`src/rtl/core/assert_macros.svh`:
```
// Assertion macros shared by the vector cross/dot/angle RTL.
// Define NO_ASSERTIONS to compile them out; no other dependencies.
`ifndef ASSERT_MACROS_SVH
`define ASSERT_MACROS_SVH
`ifndef NO_ASSERTIONS
`define VCDA_ASSERT(name, prop) \
   name: assert property (@(posedge clock) disable iff (reset) prop) \
      else $error("vcda assertion failed");
`define VCDA_ASSERT_IMP(name, ante, cons) \
   name: assert property (@(posedge clock) disable iff (reset) (ante) |-> (cons)) \
      else $error("vcda implication failed");
`else
`define VCDA_ASSERT(name, prop)
`define VCDA_ASSERT_IMP(name, ante, cons)
`endif
`endif

```
`src/rtl/core/vcda_pkg.sv`:
```
// Shared types and constants for the vector cross/dot/angle pipeline.
// No dependencies.
`default_nettype none
package vcda_pkg;
   localparam int Q_BITS     = 15;  // quotient bits of the unit-range results
   localparam int FRAC_SHIFT = 30;  // 2^30 scales the numerator so the quotient comes out in Q0.15
   localparam int OUT_W      = 33;  // width of cross and dot result fields
   localparam int COS_W      = 16;

   typedef struct packed {
      logic dneg;   // dot product negative
      logic degen;  // a vector of zero length
   } flags_type;
endpackage
`default_nettype wire

```
`src/rtl/core/vcda_mul.sv`:
```
// Wide products |a|^2|b|^2 and dot^2 from half-width partial products,
// then the Lagrange difference. Three register stages; uses vcda_pkg.
`default_nettype none
module vcda_mul #(
   parameter int W      = 16,
   parameter int SIDE_W = 8*W+5
) (
   input  wire logic                  clock,
   input  wire logic                  reset,
   input  wire logic                  in_valid,
   output logic                       in_ready,
   input  wire logic [2*W-1:0]        la,
   input  wire logic [2*W-1:0]        lb,
   input  wire logic [2*W-1:0]        dmag,
   input  wire logic [SIDE_W-1:0]     side_in,
   input  vcda_pkg::flags_type        flags_in,
   output logic                       out_valid,
   input  wire logic                  out_ready,
   output logic [4*W-1:0]             prod,
   output logic [4*W-1:0]             d2,
   output logic [4*W-1:0]             sq,
   output logic [SIDE_W-1:0]          side_out,
   output vcda_pkg::flags_type        flags_out
);
   import vcda_pkg::*;

   localparam int LW = 4*W;

   logic va_ff, vb_ff, vc_ff, rdy_a, rdy_b, rdy_c;
   logic [2*W-1:0] pl_ll_ff, pl_lh_ff, pl_hl_ff, pl_hh_ff;
   logic [2*W-1:0] pd_ll_ff, pd_lh_ff, pd_hh_ff;
   logic [LW-1:0]  prod_in, d2_in, prod_ff, d2_ff, prod_c_ff, d2_c_ff, sq_ff;
   logic [SIDE_W-1:0] side_a_ff, side_b_ff, side_c_ff;
   flags_type flags_a_ff, flags_b_ff, flags_c_ff;

   assign rdy_c    = !vc_ff || out_ready;
   assign rdy_b    = !vb_ff || rdy_c;
   assign rdy_a    = !va_ff || rdy_b;
   assign in_ready = rdy_a;

   always_ff @(posedge clock) begin
      if (reset) begin
         va_ff <= 1'b0;
         vb_ff <= 1'b0;
         vc_ff <= 1'b0;
      end else begin
         if (rdy_a) va_ff <= in_valid;
         if (rdy_b) vb_ff <= va_ff;
         if (rdy_c) vc_ff <= vb_ff;
      end
   end

   // split each operand in halves of W bits
   always_ff @(posedge clock) begin
      if (in_valid && rdy_a) begin
         pl_ll_ff   <= la[W-1:0]   * lb[W-1:0];
         pl_lh_ff   <= la[W-1:0]   * lb[2*W-1:W];
         pl_hl_ff   <= la[2*W-1:W] * lb[W-1:0];
         pl_hh_ff   <= la[2*W-1:W] * lb[2*W-1:W];
         pd_ll_ff   <= dmag[W-1:0]   * dmag[W-1:0];
         pd_lh_ff   <= dmag[W-1:0]   * dmag[2*W-1:W];
         pd_hh_ff   <= dmag[2*W-1:W] * dmag[2*W-1:W];
         side_a_ff  <= side_in;
         flags_a_ff <= flags_in;
      end
   end

   always_comb begin
      prod_in = LW'(pl_ll_ff) + (LW'(pl_lh_ff) << W) + (LW'(pl_hl_ff) << W)
              + (LW'(pl_hh_ff) << (2*W));
      d2_in   = LW'(pd_ll_ff) + (LW'(pd_lh_ff) << (W+1)) + (LW'(pd_hh_ff) << (2*W));
   end

   always_ff @(posedge clock) begin
      if (va_ff && rdy_b) begin
         prod_ff    <= prod_in;
         d2_ff      <= d2_in;
         side_b_ff  <= side_a_ff;
         flags_b_ff <= flags_a_ff;
      end
   end

   // d2 never exceeds prod (Cauchy-Schwarz), so the difference is the squared cross length
   always_ff @(posedge clock) begin
      if (vb_ff && rdy_c) begin
         prod_c_ff  <= prod_ff;
         d2_c_ff    <= d2_ff;
         sq_ff      <= prod_ff - d2_ff;
         side_c_ff  <= side_b_ff;
         flags_c_ff <= flags_b_ff;
      end
   end

   assign out_valid = vc_ff;
   assign prod      = prod_c_ff;
   assign d2        = d2_c_ff;
   assign sq        = sq_ff;
   assign side_out  = side_c_ff;
   assign flags_out = flags_c_ff;
endmodule
`default_nettype wire

```
`config.mk`:
```
export PLATFORM = sky130hd
export DESIGN_NAME = vcda_mul
export DESIGN_NICKNAME = d
export VERILOG_FILES = /design/src/rtl/core/assert_macros.svh /design/src/rtl/core/vcda_pkg.sv /design/src/rtl/core/vcda_mul.sv
export SDC_FILE = /design/constraint.sdc
export NUM_CORES = 2
export LEC_CHECK = 0
export ABC_AREA = 1
export BUFFER_PORTS_ARGS = -buffer_cell sky130_fd_sc_hd__buf_2
export CORE_MARGIN = 5
export CORE_UTILIZATION = 45
export CTS_BUF_LIST = sky130_fd_sc_hd__clkbuf_8
export CTS_CLUSTER_DIAMETER = 50
export DETAILED_ROUTE_END_ITERATION = 12
export GPL_TIMING_DRIVEN = 0
export PLACE_DENSITY = 0.63
export SLEW_MARGIN = 20
export SYNTH_ARGS = -nofsm -noshare
export SYNTH_HDL_FRONTEND = slang
export SYNTH_SLANG_ARGS = --single-unit
export TNS_END_PERCENT = 20
```
`constraint.sdc`:
```
create_clock -name clock -period 21.1 [get_ports clock]
set_input_delay 2.11 -clock clock [delete_from_list [all_inputs] [get_ports clock]]
set_output_delay 2.11 -clock clock [all_outputs]
set_load 0.03 [all_outputs]
```
==> results.toml <==
[place]
dp_hpwl_mm = 293
dp.cells = 15229
gp_congestion = 0.994
dpl_cell_area_um2 = 108000
io_buffer_count = 556

[clock_tree]
cts_buffers = 154
clk_path_buf_depth = 3
h-tree-depth = 4
clock_latency_ps = 870
post-cts-setup-buffers = 0
cts_tree = "built"
root_buffer = "clkbuf_8"
cts-resized-gates = 0
hold_buffers = 0
clock-sinks = 948
clk_pin_slew_worst_paths_ps = 60

[global_routing]
grt_usage_pct = 30.0
grt_antenna_before_repair = 45
grt_pass1_wl_mm = 523
grt_max_degree = 116
gr-total-overflow = 0
grt_pass1_vias = 83230

[timing]
min_period_over_period_pct = 37.7
fin_crit_ps = 7960
hold_viol_final = 0
rsz0062_at_grt = "false"
max_slew_margin_pct = 12.2
slew_violations = 0
fmax_mhz = 126
hold_ws_ps = 399
setup_violations = 0
finClkSkew_ps = 54.0
worstMarginPinSlew_ps = 1320

[hold_path]
min-delay-path-class = "register to register"

[die]
start_util_pct = 45.1
dieArea_um2 = 234000
die_h_um = 484
ios = 564
die_w_um = 484
design.core.area_um2 = 224000
row_count = 174

[drt]
wl_mm = 352
drt-wirelength-per-cell_um = 22.6
ant_nets = 0
first_pass_iters = 8
drc = 0
via_per_inst = 5.14
vias = 79794
first_iter_violations = 6284

[synth]
synth-main-ff-cell = "edfxtp_1"
yosysWarnings = 0
syn_avg_cell_area_um2 = 8.68
netlist_area_um2 = 101000
synth_edf_count = 945
async_flop_share_pct = 0
synth.distinct_cells = 47
ys_ff_latch = 948
netlist_instances = 11657
synth_nets = 14071
ys_seq_area_share_pct = 28.1

[worst_setup_path]
critical_path_arrival_ps = 8500
endpoint_kind = "register"
critical_path.max_fanout = 10
crit_type = "input pin to register"
critPathRequiredTime_ps = 21640
startpoint_type = "input pin"

[outcome]
status = "finished clean"

[layout]
final_common_cell = "nand2_1"
fin_util_pct = 49.7
final_layout_size_suffix_gt1_share_pct = 7.47
nNetsFinal = 14808
fin_area_um2 = 111000
fin_cells = 15528
mostFrequentLayoutCells = "nand2_1, inv_1, fa_1"
syn_to_final_growth_pct = 10.1

[job]
drv_cap = 0
cell families (layout without fill, tap and decap cells):
| group | count (synthesis) | in the layout | synth area share (%) |
|---|---|---|---|
| and+or+nand+nor | 4335 | 4335 | 17.3 |
| buffers and inverters | 3351 | 4205 | 12.4 |
| adders and majority gates | 2179 | 2179 | 36.8 |
| DFF | 948 | 948 | 28.1 |
| AOI/OAI and AO/OA | 575 | 575 | 3.08 |
| xor gates and xnor gates | 268 | 268 | 2.32 |
| other | 1 | 26 | 0.00371 |
final timing paths:
kind / start / cells past startpoint / endpoint / slack (ps)
setup / recovery: dmag[15] / 22 / pd_ll_ff[31] / 13140
hold / removal: pd_ll_ff[9] / 0 / d2_ff[9] / 400
setup reg to reg: pl_ll_ff[17] / 12 / prod_ff[47] / 17980
hold reg to reg: pd_ll_ff[9] / 0 / d2_ff[9] / 400
layout make-up:
class / count / area (µm²)
fillers: 21734 / 113000
multi-input cells: 7358 / 60200
flip-flops and latches: 948 / 28400
inverters: 3055 / 11500
well taps: 2992 / 3740
repair buffers: 581 / 3440
clock buffers: 154 / 2120
plain buffers: 296 / 1140
clock inverters: 119 / 805
diodes: 25 / 62.6
through the flow:
| stage | setup slack, ps | setup TNS [ps] |
|---|---|---|
| final | 13140 | 0 |
| after global routing | 12880 | 0 |
| after CTS | 13300 | 0 |
| after detailed placement | 12370 | 0 |
| after global placement | -5600 | -1799960 |
| after floorplan | 2300 | 0 |
routing by layer:
metal,part of all wire [%],vias to the layer above,global-route usage (%)
met4,5.4,16,13.7
li1,-,36398,-
met1,41,39382,39.0
met2,46,3278,49.2
met5,0.031,-,0
met3,7.6,720,5.10
flip-flops by register name, summed over array words and instances (netlist names), 2 cells and up:
register and cells:
side_b_ff 133, pl_lh_ff 32, pl_ll_ff 32, pd_hh_ff 31
flags_out 2, pd_lh_ff 32, pl_hl_ff 32, flags_b_ff 2
d2 63, side_a_ff 133, d2_ff 63, pl_hh_ff 32
prod 64, pd_ll_ff 31, prod_ff 64, side_out 133
sq 64, flags_a_ff 2
cell usage after synthesis (4+ instances only):
cell type  count  area (µm²)
nand3b_1      17         128
o21a_1        13        97.6
xnor2_1       45         394
o211ai_1       4        30.0
nor2_2        32         200
xor2_1       223        1950
nor3_2         9        90.1
nor3_1        83         415
inv_1       3042       11400
nor2_4         6        67.6
nand2_1     3261       12200
or2_2          6        37.5
nand3_1      292        1460
o21ai_1        6        30.0
o21bai_1      35         263
clkinv_1       4        15.0
a21oi_1      340        1700
nand4_1       72         450
nand2_2       35         219
nor2_1       485        1820
inv_2          9        33.8
ha_1         851       10600
clkbuf_1     293        1100
o21ai_0      140         701
a21o_1        20         150
edfxtp_1     945       28400
nor4_1        10        62.6
fa_1        1328       26600
nand3_2       16         160
worst max-delay path, stage by stage:
cell,delay [ps]
buf_2,170
clkbuf_1,590
clkbuf_1,650
nand2_1,160
fa_1,570
fa_1,570
inv_1,50
fa_1,500
fa_1,520
fa_1,500
inv_1,50
fa_1,490
inv_1,50
ha_1,390
a21oi_1,230
o21ai_0,140
a21oi_1,290
nor2_1,80
nor2_1,130
nand2_1,70
nand2_1,60
nand2_1,140
Power is not shown: default switching activity piles up to over one toggle a cycle in this logic, so the estimate is an artifact.
