<file path="config.mk">
export PLATFORM = sky130hd
export DESIGN_NAME = vcda_root_stage
export DESIGN_NICKNAME = d
export VERILOG_FILES = /design/src/rtl/core/assert_macros.svh /design/src/rtl/core/vcda_pkg.sv /design/src/rtl/core/vcda_root_stage.sv
export SDC_FILE = /design/constraint.sdc
export NUM_CORES = 2
export LEC_CHECK = 0
export BUFFER_PORTS_ARGS = -buffer_cell sky130_fd_sc_hd__clkbuf_2
export CORE_AREA = 3 3 479 481
export DETAILED_ROUTE_END_ITERATION = 7
export DIE_AREA = 0 0 482 484
export GPL_TIMING_DRIVEN = 0
export PLACE_DENSITY_LB_ADDON = 0.2
export SYNTH_ARGS = -nofsm -noshare
export SYNTH_HDL_FRONTEND = slang
export SYNTH_SLANG_ARGS = --single-unit
</file>
<file path="constraint.sdc">
create_clock -name clock -period 27.7 [get_ports clock]
set_input_delay 5.54 -clock clock [delete_from_list [all_inputs] [get_ports clock]]
set_output_delay 5.54 -clock clock [all_outputs]
set_load 0.1 [all_outputs]
</file>
<file path="src/rtl/core/assert_macros.svh">
// Assertion macros shared by the vector cross/dot/angle RTL.
// Define NO_ASSERTIONS to compile them out; no other dependencies.
`ifndef ASSERT_MACROS_SVH
`define ASSERT_MACROS_SVH
`ifndef NO_ASSERTIONS
`define VCDA_ASSERT(name, prop) \
   name: assert property (@(posedge clock) disable iff (reset) prop) \
      else $error("vcda assertion failed");
`define VCDA_ASSERT_IMP(name, ante, cons) \
   name: assert property (@(posedge clock) disable iff (reset) (ante) |-> (cons)) \
      else $error("vcda implication failed");
`else
`define VCDA_ASSERT(name, prop)
`define VCDA_ASSERT_IMP(name, ante, cons)
`endif
`endif

</file>
<file path="src/rtl/core/vcda_pkg.sv">
// Shared types and constants for the vector cross/dot/angle pipeline.
// No dependencies.
`default_nettype none
package vcda_pkg;
   localparam int Q_BITS     = 15;  // quotient bits of the unit-range results
   localparam int FRAC_SHIFT = 30;  // 2^30 scales the numerator so the quotient comes out in Q0.15
   localparam int OUT_W      = 33;  // width of cross and dot result fields
   localparam int COS_W      = 16;

   typedef struct packed {
      logic dneg;   // dot product negative
      logic degen;  // a vector of zero length
   } flags_type;
endpackage
`default_nettype wire

</file>
<file path="src/rtl/core/vcda_root_stage.sv">
// One bit of the quotient-root search for cosine and sine:
// largest q with q*q*prod <= num, kept as remainder and q*prod. Uses vcda_pkg.
`default_nettype none
module vcda_root_stage #(
   parameter int W      = 16,
   parameter int BIT    = 14,
   parameter int SIDE_W = 8*W+5,
   parameter int RW     = 4*W+31
) (
   input  wire logic                       clock,
   input  wire logic                       reset,
   input  wire logic                       in_valid,
   output logic                            in_ready,
   input  wire logic [4*W-1:0]             prod_in,
   input  wire logic [RW-1:0]              rc_in,
   input  wire logic [RW-1:0]              tc_in,
   input  wire logic [vcda_pkg::Q_BITS-1:0] qc_in,
   input  wire logic [RW-1:0]              rs_in,
   input  wire logic [RW-1:0]              ts_in,
   input  wire logic [vcda_pkg::Q_BITS-1:0] qs_in,
   input  wire logic [SIDE_W-1:0]          side_in,
   input  vcda_pkg::flags_type             flags_in,
   output logic                            out_valid,
   input  wire logic                       out_ready,
   output logic [4*W-1:0]                  prod_out,
   output logic [RW-1:0]                   rc_out,
   output logic [RW-1:0]                   tc_out,
   output logic [vcda_pkg::Q_BITS-1:0]     qc_out,
   output logic [RW-1:0]                   rs_out,
   output logic [RW-1:0]                   ts_out,
   output logic [vcda_pkg::Q_BITS-1:0]     qs_out,
   output logic [SIDE_W-1:0]               side_out,
   output vcda_pkg::flags_type             flags_out
);
   import vcda_pkg::*;

   logic v_ff;
   logic [RW-1:0] pe, trial_c, trial_s, rc_in_n, tc_in_n, rs_in_n, ts_in_n;
   logic take_c, take_s;
   logic [Q_BITS-1:0] qc_in_n, qs_in_n;
   logic [4*W-1:0] prod_ff;
   logic [RW-1:0] rc_ff, tc_ff, rs_ff, ts_ff;
   logic [Q_BITS-1:0] qc_ff, qs_ff;
   logic [SIDE_W-1:0] side_ff;
   flags_type flags_ff;

   assign in_ready = !v_ff || out_ready;

   // (q + 2^b)^2 p - q^2 p = 2^(b+1) (q p) + 2^(2b) p
   always_comb begin
      pe      = RW'(prod_in);
      trial_c = (tc_in << (BIT+1)) + (pe << (2*BIT));
      trial_s = (ts_in << (BIT+1)) + (pe << (2*BIT));
      take_c  = trial_c <= rc_in;
      take_s  = trial_s <= rs_in;
      rc_in_n = take_c ? rc_in - trial_c : rc_in;
      tc_in_n = take_c ? tc_in + (pe << BIT) : tc_in;
      qc_in_n = qc_in | (Q_BITS'(take_c) << BIT);
      rs_in_n = take_s ? rs_in - trial_s : rs_in;
      ts_in_n = take_s ? ts_in + (pe << BIT) : ts_in;
      qs_in_n = qs_in | (Q_BITS'(take_s) << BIT);
   end

   always_ff @(posedge clock) begin
      if (reset) begin
         v_ff <= 1'b0;
      end else if (in_ready) begin
         v_ff <= in_valid;
      end
   end

   always_ff @(posedge clock) begin
      if (in_valid && in_ready) begin
         prod_ff  <= prod_in;
         rc_ff    <= rc_in_n;
         tc_ff    <= tc_in_n;
         qc_ff    <= qc_in_n;
         rs_ff    <= rs_in_n;
         ts_ff    <= ts_in_n;
         qs_ff    <= qs_in_n;
         side_ff  <= side_in;
         flags_ff <= flags_in;
      end
   end

   assign out_valid = v_ff;
   assign prod_out  = prod_ff;
   assign rc_out    = rc_ff;
   assign tc_out    = tc_ff;
   assign qc_out    = qc_ff;
   assign rs_out    = rs_ff;
   assign ts_out    = ts_ff;
   assign qs_out    = qs_ff;
   assign side_out  = side_ff;
   assign flags_out = flags_ff;
endmodule
`default_nettype wire

</file>
==> metrics <==
clock latency at the later pin of the worst-skew pair 0.71 ns; leakage power 0.0251 µW; Avg Cell Area, Syn 9.27 µm²; worst hold path type flip-flop to flip-flop; Fmax achieved 65.7 MHz; GRT Util Overall 19.6%; WL/cell 25.7 µm; initial antenna violation count 55; Setup CP Type primary input to flip-flop; Reg-to-Reg Start out_valid$_SDFFE_PP0N_; post-route ant nets 0; Area Overhead vs Synth 27.9%; ys async rst share 0%; crit-path max FO 10; Non-Filler Instances 9,387; fin crit period 15.22 ns; CTS Buf Count 81; syn nets 6,028; Ports 1,224; R2R cell count 6; initial drt markers 3,507; synth unique cells 90; final WL 242,000 µm; GR met3 Demand/Resource 4.44%; Synthesis Warnings 0; arrival time of the worst setup path 15.63 ns; EDFF count, synth 609; first-pass GRT wire length 330,000 µm; Worst Setup End Kind flip-flop; clock root cell clkbuf_16; drt first pass iters 7; Port Buffers 1,222; final-stage net count 7,346; post-DP HPWL 204,000 µm; Final Hold Vio Count 0; worst reg2reg endpoint rc_out[27]$_DFFE_PP_; area of the multi-input gates 26,500 µm²; RD Place Congestion 0.928; post-synthesis register bit count 610; Overflow after GRT 0; H-tree levels 3; Die Area 233,000 µm²; hold_sp out_valid$_SDFFE_PP0N_; area of the core 225,000 µm²; total number of vias 45,177; Clock Skew 0.0187 ns; dpl cells 9,220; final worst path period share 54.9%; worst-margin pin slew 1.39 ns; CTS Hold Bufs 0; status complete, no violations; GR Util met2 33.0%; Fillers 24,491; met1 Use GR 25.3%; Core Rows 174; Post-CTS Setup Inserts 0; chip height 484 µm; CTS tree built; PwrDens 77.3 nW/µm²; Slew Viols, Final 0; crit path from prod_in[1]; Gate Count Post-Synth 4,993; DIE WIDTH 482 µm; Rel. slew slack 6.81%; unrepaired setup endpoints after global routing no; register area 18,300 µm²; Most used DFF post-synth edfxtp_1; simple-gate share of the synthesized area 14.3%; vias in the first global route 43,200; Post-Synth Adder-Cell Area 11.5%; Max clock buf depth 3; post-cts sizing count 0; WHS 0.531 ns; largest net degree at the start of global routing 69; Peak VDD IR 0.0402 mV; Initial Util 20.6%; drc violations 0; mapped cell area 46,300 µm²; clk slew on worst S/H paths 0.06 ns; mux cell area share after synthesis 0.0946%; worst path required time 28.11 ns; main combinational cell family by area after synthesis compound AO/OA/AOI/OAI gates; crit path to tc_out[21]$_DFFE_PP_; share of layout cells above drive strength 1 23.1%; FF-to-FF setup slack 24.86 ns; XOR/XNOR Fraction of Synth Area 8.12%; Startpoint Class primary input; gr busiest metal met2; max_cap viols 0; sequential fraction of the synthesis area 39.5%; Compound-Gate Fraction of Synth Area 23.2%; Setup Viol. Count Final 0; clk sinks 610; Via-to-Cell Ratio 4.81
report_power, final:
| part | switching [µW] | internal (µW) | total [µW] |
|---|---|---|---|
| Combinational | 1750 | 538 | 2280 |
| Sequential | 32.2 | 1160 | 1190 |
| Clock | 475 | 629 | 1100 |
area by class of cell:
type / instances / area share (%)
clock buffers: 89 / 3.47
well taps: 2992 / 6.32
multi-input cells: 4020 / 44.8
plain buffers: 208 / 1.51
clock inverters: 60 / 1.11
diodes: 18 / 0.0761
repair buffers: 1235 / 10.8
inverters: 155 / 0.982
flip-flops and latches: 610 / 30.9
per-stage QoR:
step | worst slack, ns | util (%) | TNS (ns) | power, µW | cell area (µm²)
2_1_floorplan | 6.53 | - | 0 | 2860 | 46300
3_3_place_gp | -1.29 | 24.9 | -661.57 | 3540 | 56200
3_5_place_dp | 11.48 | 25.1 | 0 | 3490 | 56500
4_1_cts | 12.29 | 26.3 | 0 | 4630 | 59200
5_1_grt | 11.96 | 26.3 | 0 | 4810 | 59200
6_report | 12.48 | 26.3 | 0 | 4580 | 59200
state kept, by name, summed over array words and instances, names as in the netlist:
register and flops:
rc_out 95, qs_out 15, prod_out 64, flags_out 2, qc_out 15, side_out 133
tc_out 95, ts_out 95, rs_out 95, out_valid 1
logic make-up (layout without fill, tap and decap cells):
logic type,after synthesis,after routing
AO/OA/AOI/OAI,1738,1738
XOR/XNOR,429,429
adder cells (fa/ha/maj),422,422
buffers and inverters,363,1747
flip-flops,610,610
multiplexers,4,4
other,0,18
AND/OR/NAND/NOR,1427,1427
worst min path at each step:
| stage | end | slack [ns] | depth (start not counted) |
|---|---|---|---|
| after floorplan | out_valid$_SDFFE_PP0N_ | 1.73 | 2 |
| after global placement | out_valid$_SDFFE_PP0N_ | 0.49 | 2 |
| after detailed placement | out_valid$_SDFFE_PP0N_ | 0.52 | 2 |
| after CTS | out_valid$_SDFFE_PP0N_ | 0.53 | 2 |
| after global routing | out_valid$_SDFFE_PP0N_ | 0.58 | 2 |
| final | out_valid$_SDFFE_PP0N_ | 0.53 | 2 |
layout by cell type (no fill, tap or decap), types with 19 or more instances in the layout:
cell	count
a31oi_1	42
o21a_1	27
and2_1	36
a21oi_1	719
nor4_1	26
clkbuf_2	1226
clkbuf_16	81
a21boi_0	21
or3_1	23
clkbuf_1	154
xnor2_1	245
nand2_1	422
nand3_1	92
nor2b_1	33
nor2_1	458
nor3_1	67
buf_2	48
nand2b_1	54
o211ai_1	35
o21ai_0	328
o31ai_1	32
o21bai_1	92
inv_1	155
a21o_1	232
edfxtp_1	609
clkinv_2	19
and3_1	30
a211oi_1	24
ha_1	416
xor2_1	184
nand4_1	122
routing by layer:
layer	wire length [µm]	vias up	share of wire, %
li1	-	21407	-
met1	104000	21875	43
met2	114000	1619	47
met3	17200	228	7.1
met4	5420	48	2.2
met5	313	-	0.13
critical path, cell delays in order:
cell and delay (ns):
clkbuf_2 0.31, inv_1 0.38, fa_1 0.55, nor2b_1 0.17, o31ai_1 0.11, a21o_1 0.20
a211o_1 0.36, a2111oi_1 0.38, buf_2 0.24, o21ai_0 0.29, a31oi_1 0.51, a41o_1 0.30
a211o_1 0.14, a21oi_1 0.07, xor2_1 0.18, ha_1 0.28, clkbuf_1 0.58, nand2_1 0.37
nor4_1 1.13, nand4_1 0.52, nand3_1 0.26, a31o_1 0.13, clkbuf_1 0.73, clkbuf_1 1.02
buf_2 0.56, a21oi_1 0.23
cell usage after synthesis, drive strengths merged (11+ instances only):
cell / n / area [µm²]
a21boi: 21 / 158
o21bai: 92 / 691
nor4: 26 / 163
o21ai: 334 / 1680
nand2b: 54 / 338
a211o: 16 / 140
a211oi: 24 / 180
a221oi: 13 / 114
a221o: 11 / 110
inv: 155 / 582
ha: 416 / 5200
clkbuf: 150 / 567
a2111oi: 11 / 154
edfxtp: 609 / 18300
nand4: 122 / 763
a21o: 232 / 1740
o21a: 27 / 203
nor2b: 33 / 206
a41oi: 11 / 96.3
nand3: 92 / 460
nor3: 70 / 365
and3: 30 / 188
nor2: 458 / 1720
or3: 23 / 144
and2: 37 / 231
or2: 12 / 75.1
o31ai: 33 / 253
nand2: 422 / 1580
xor2: 184 / 1610
o211ai: 37 / 288
buf: 58 / 324
a21oi: 720 / 3610
a31oi: 42 / 263
xnor2: 245 / 2150
Power figures use the tool's default switching activity.
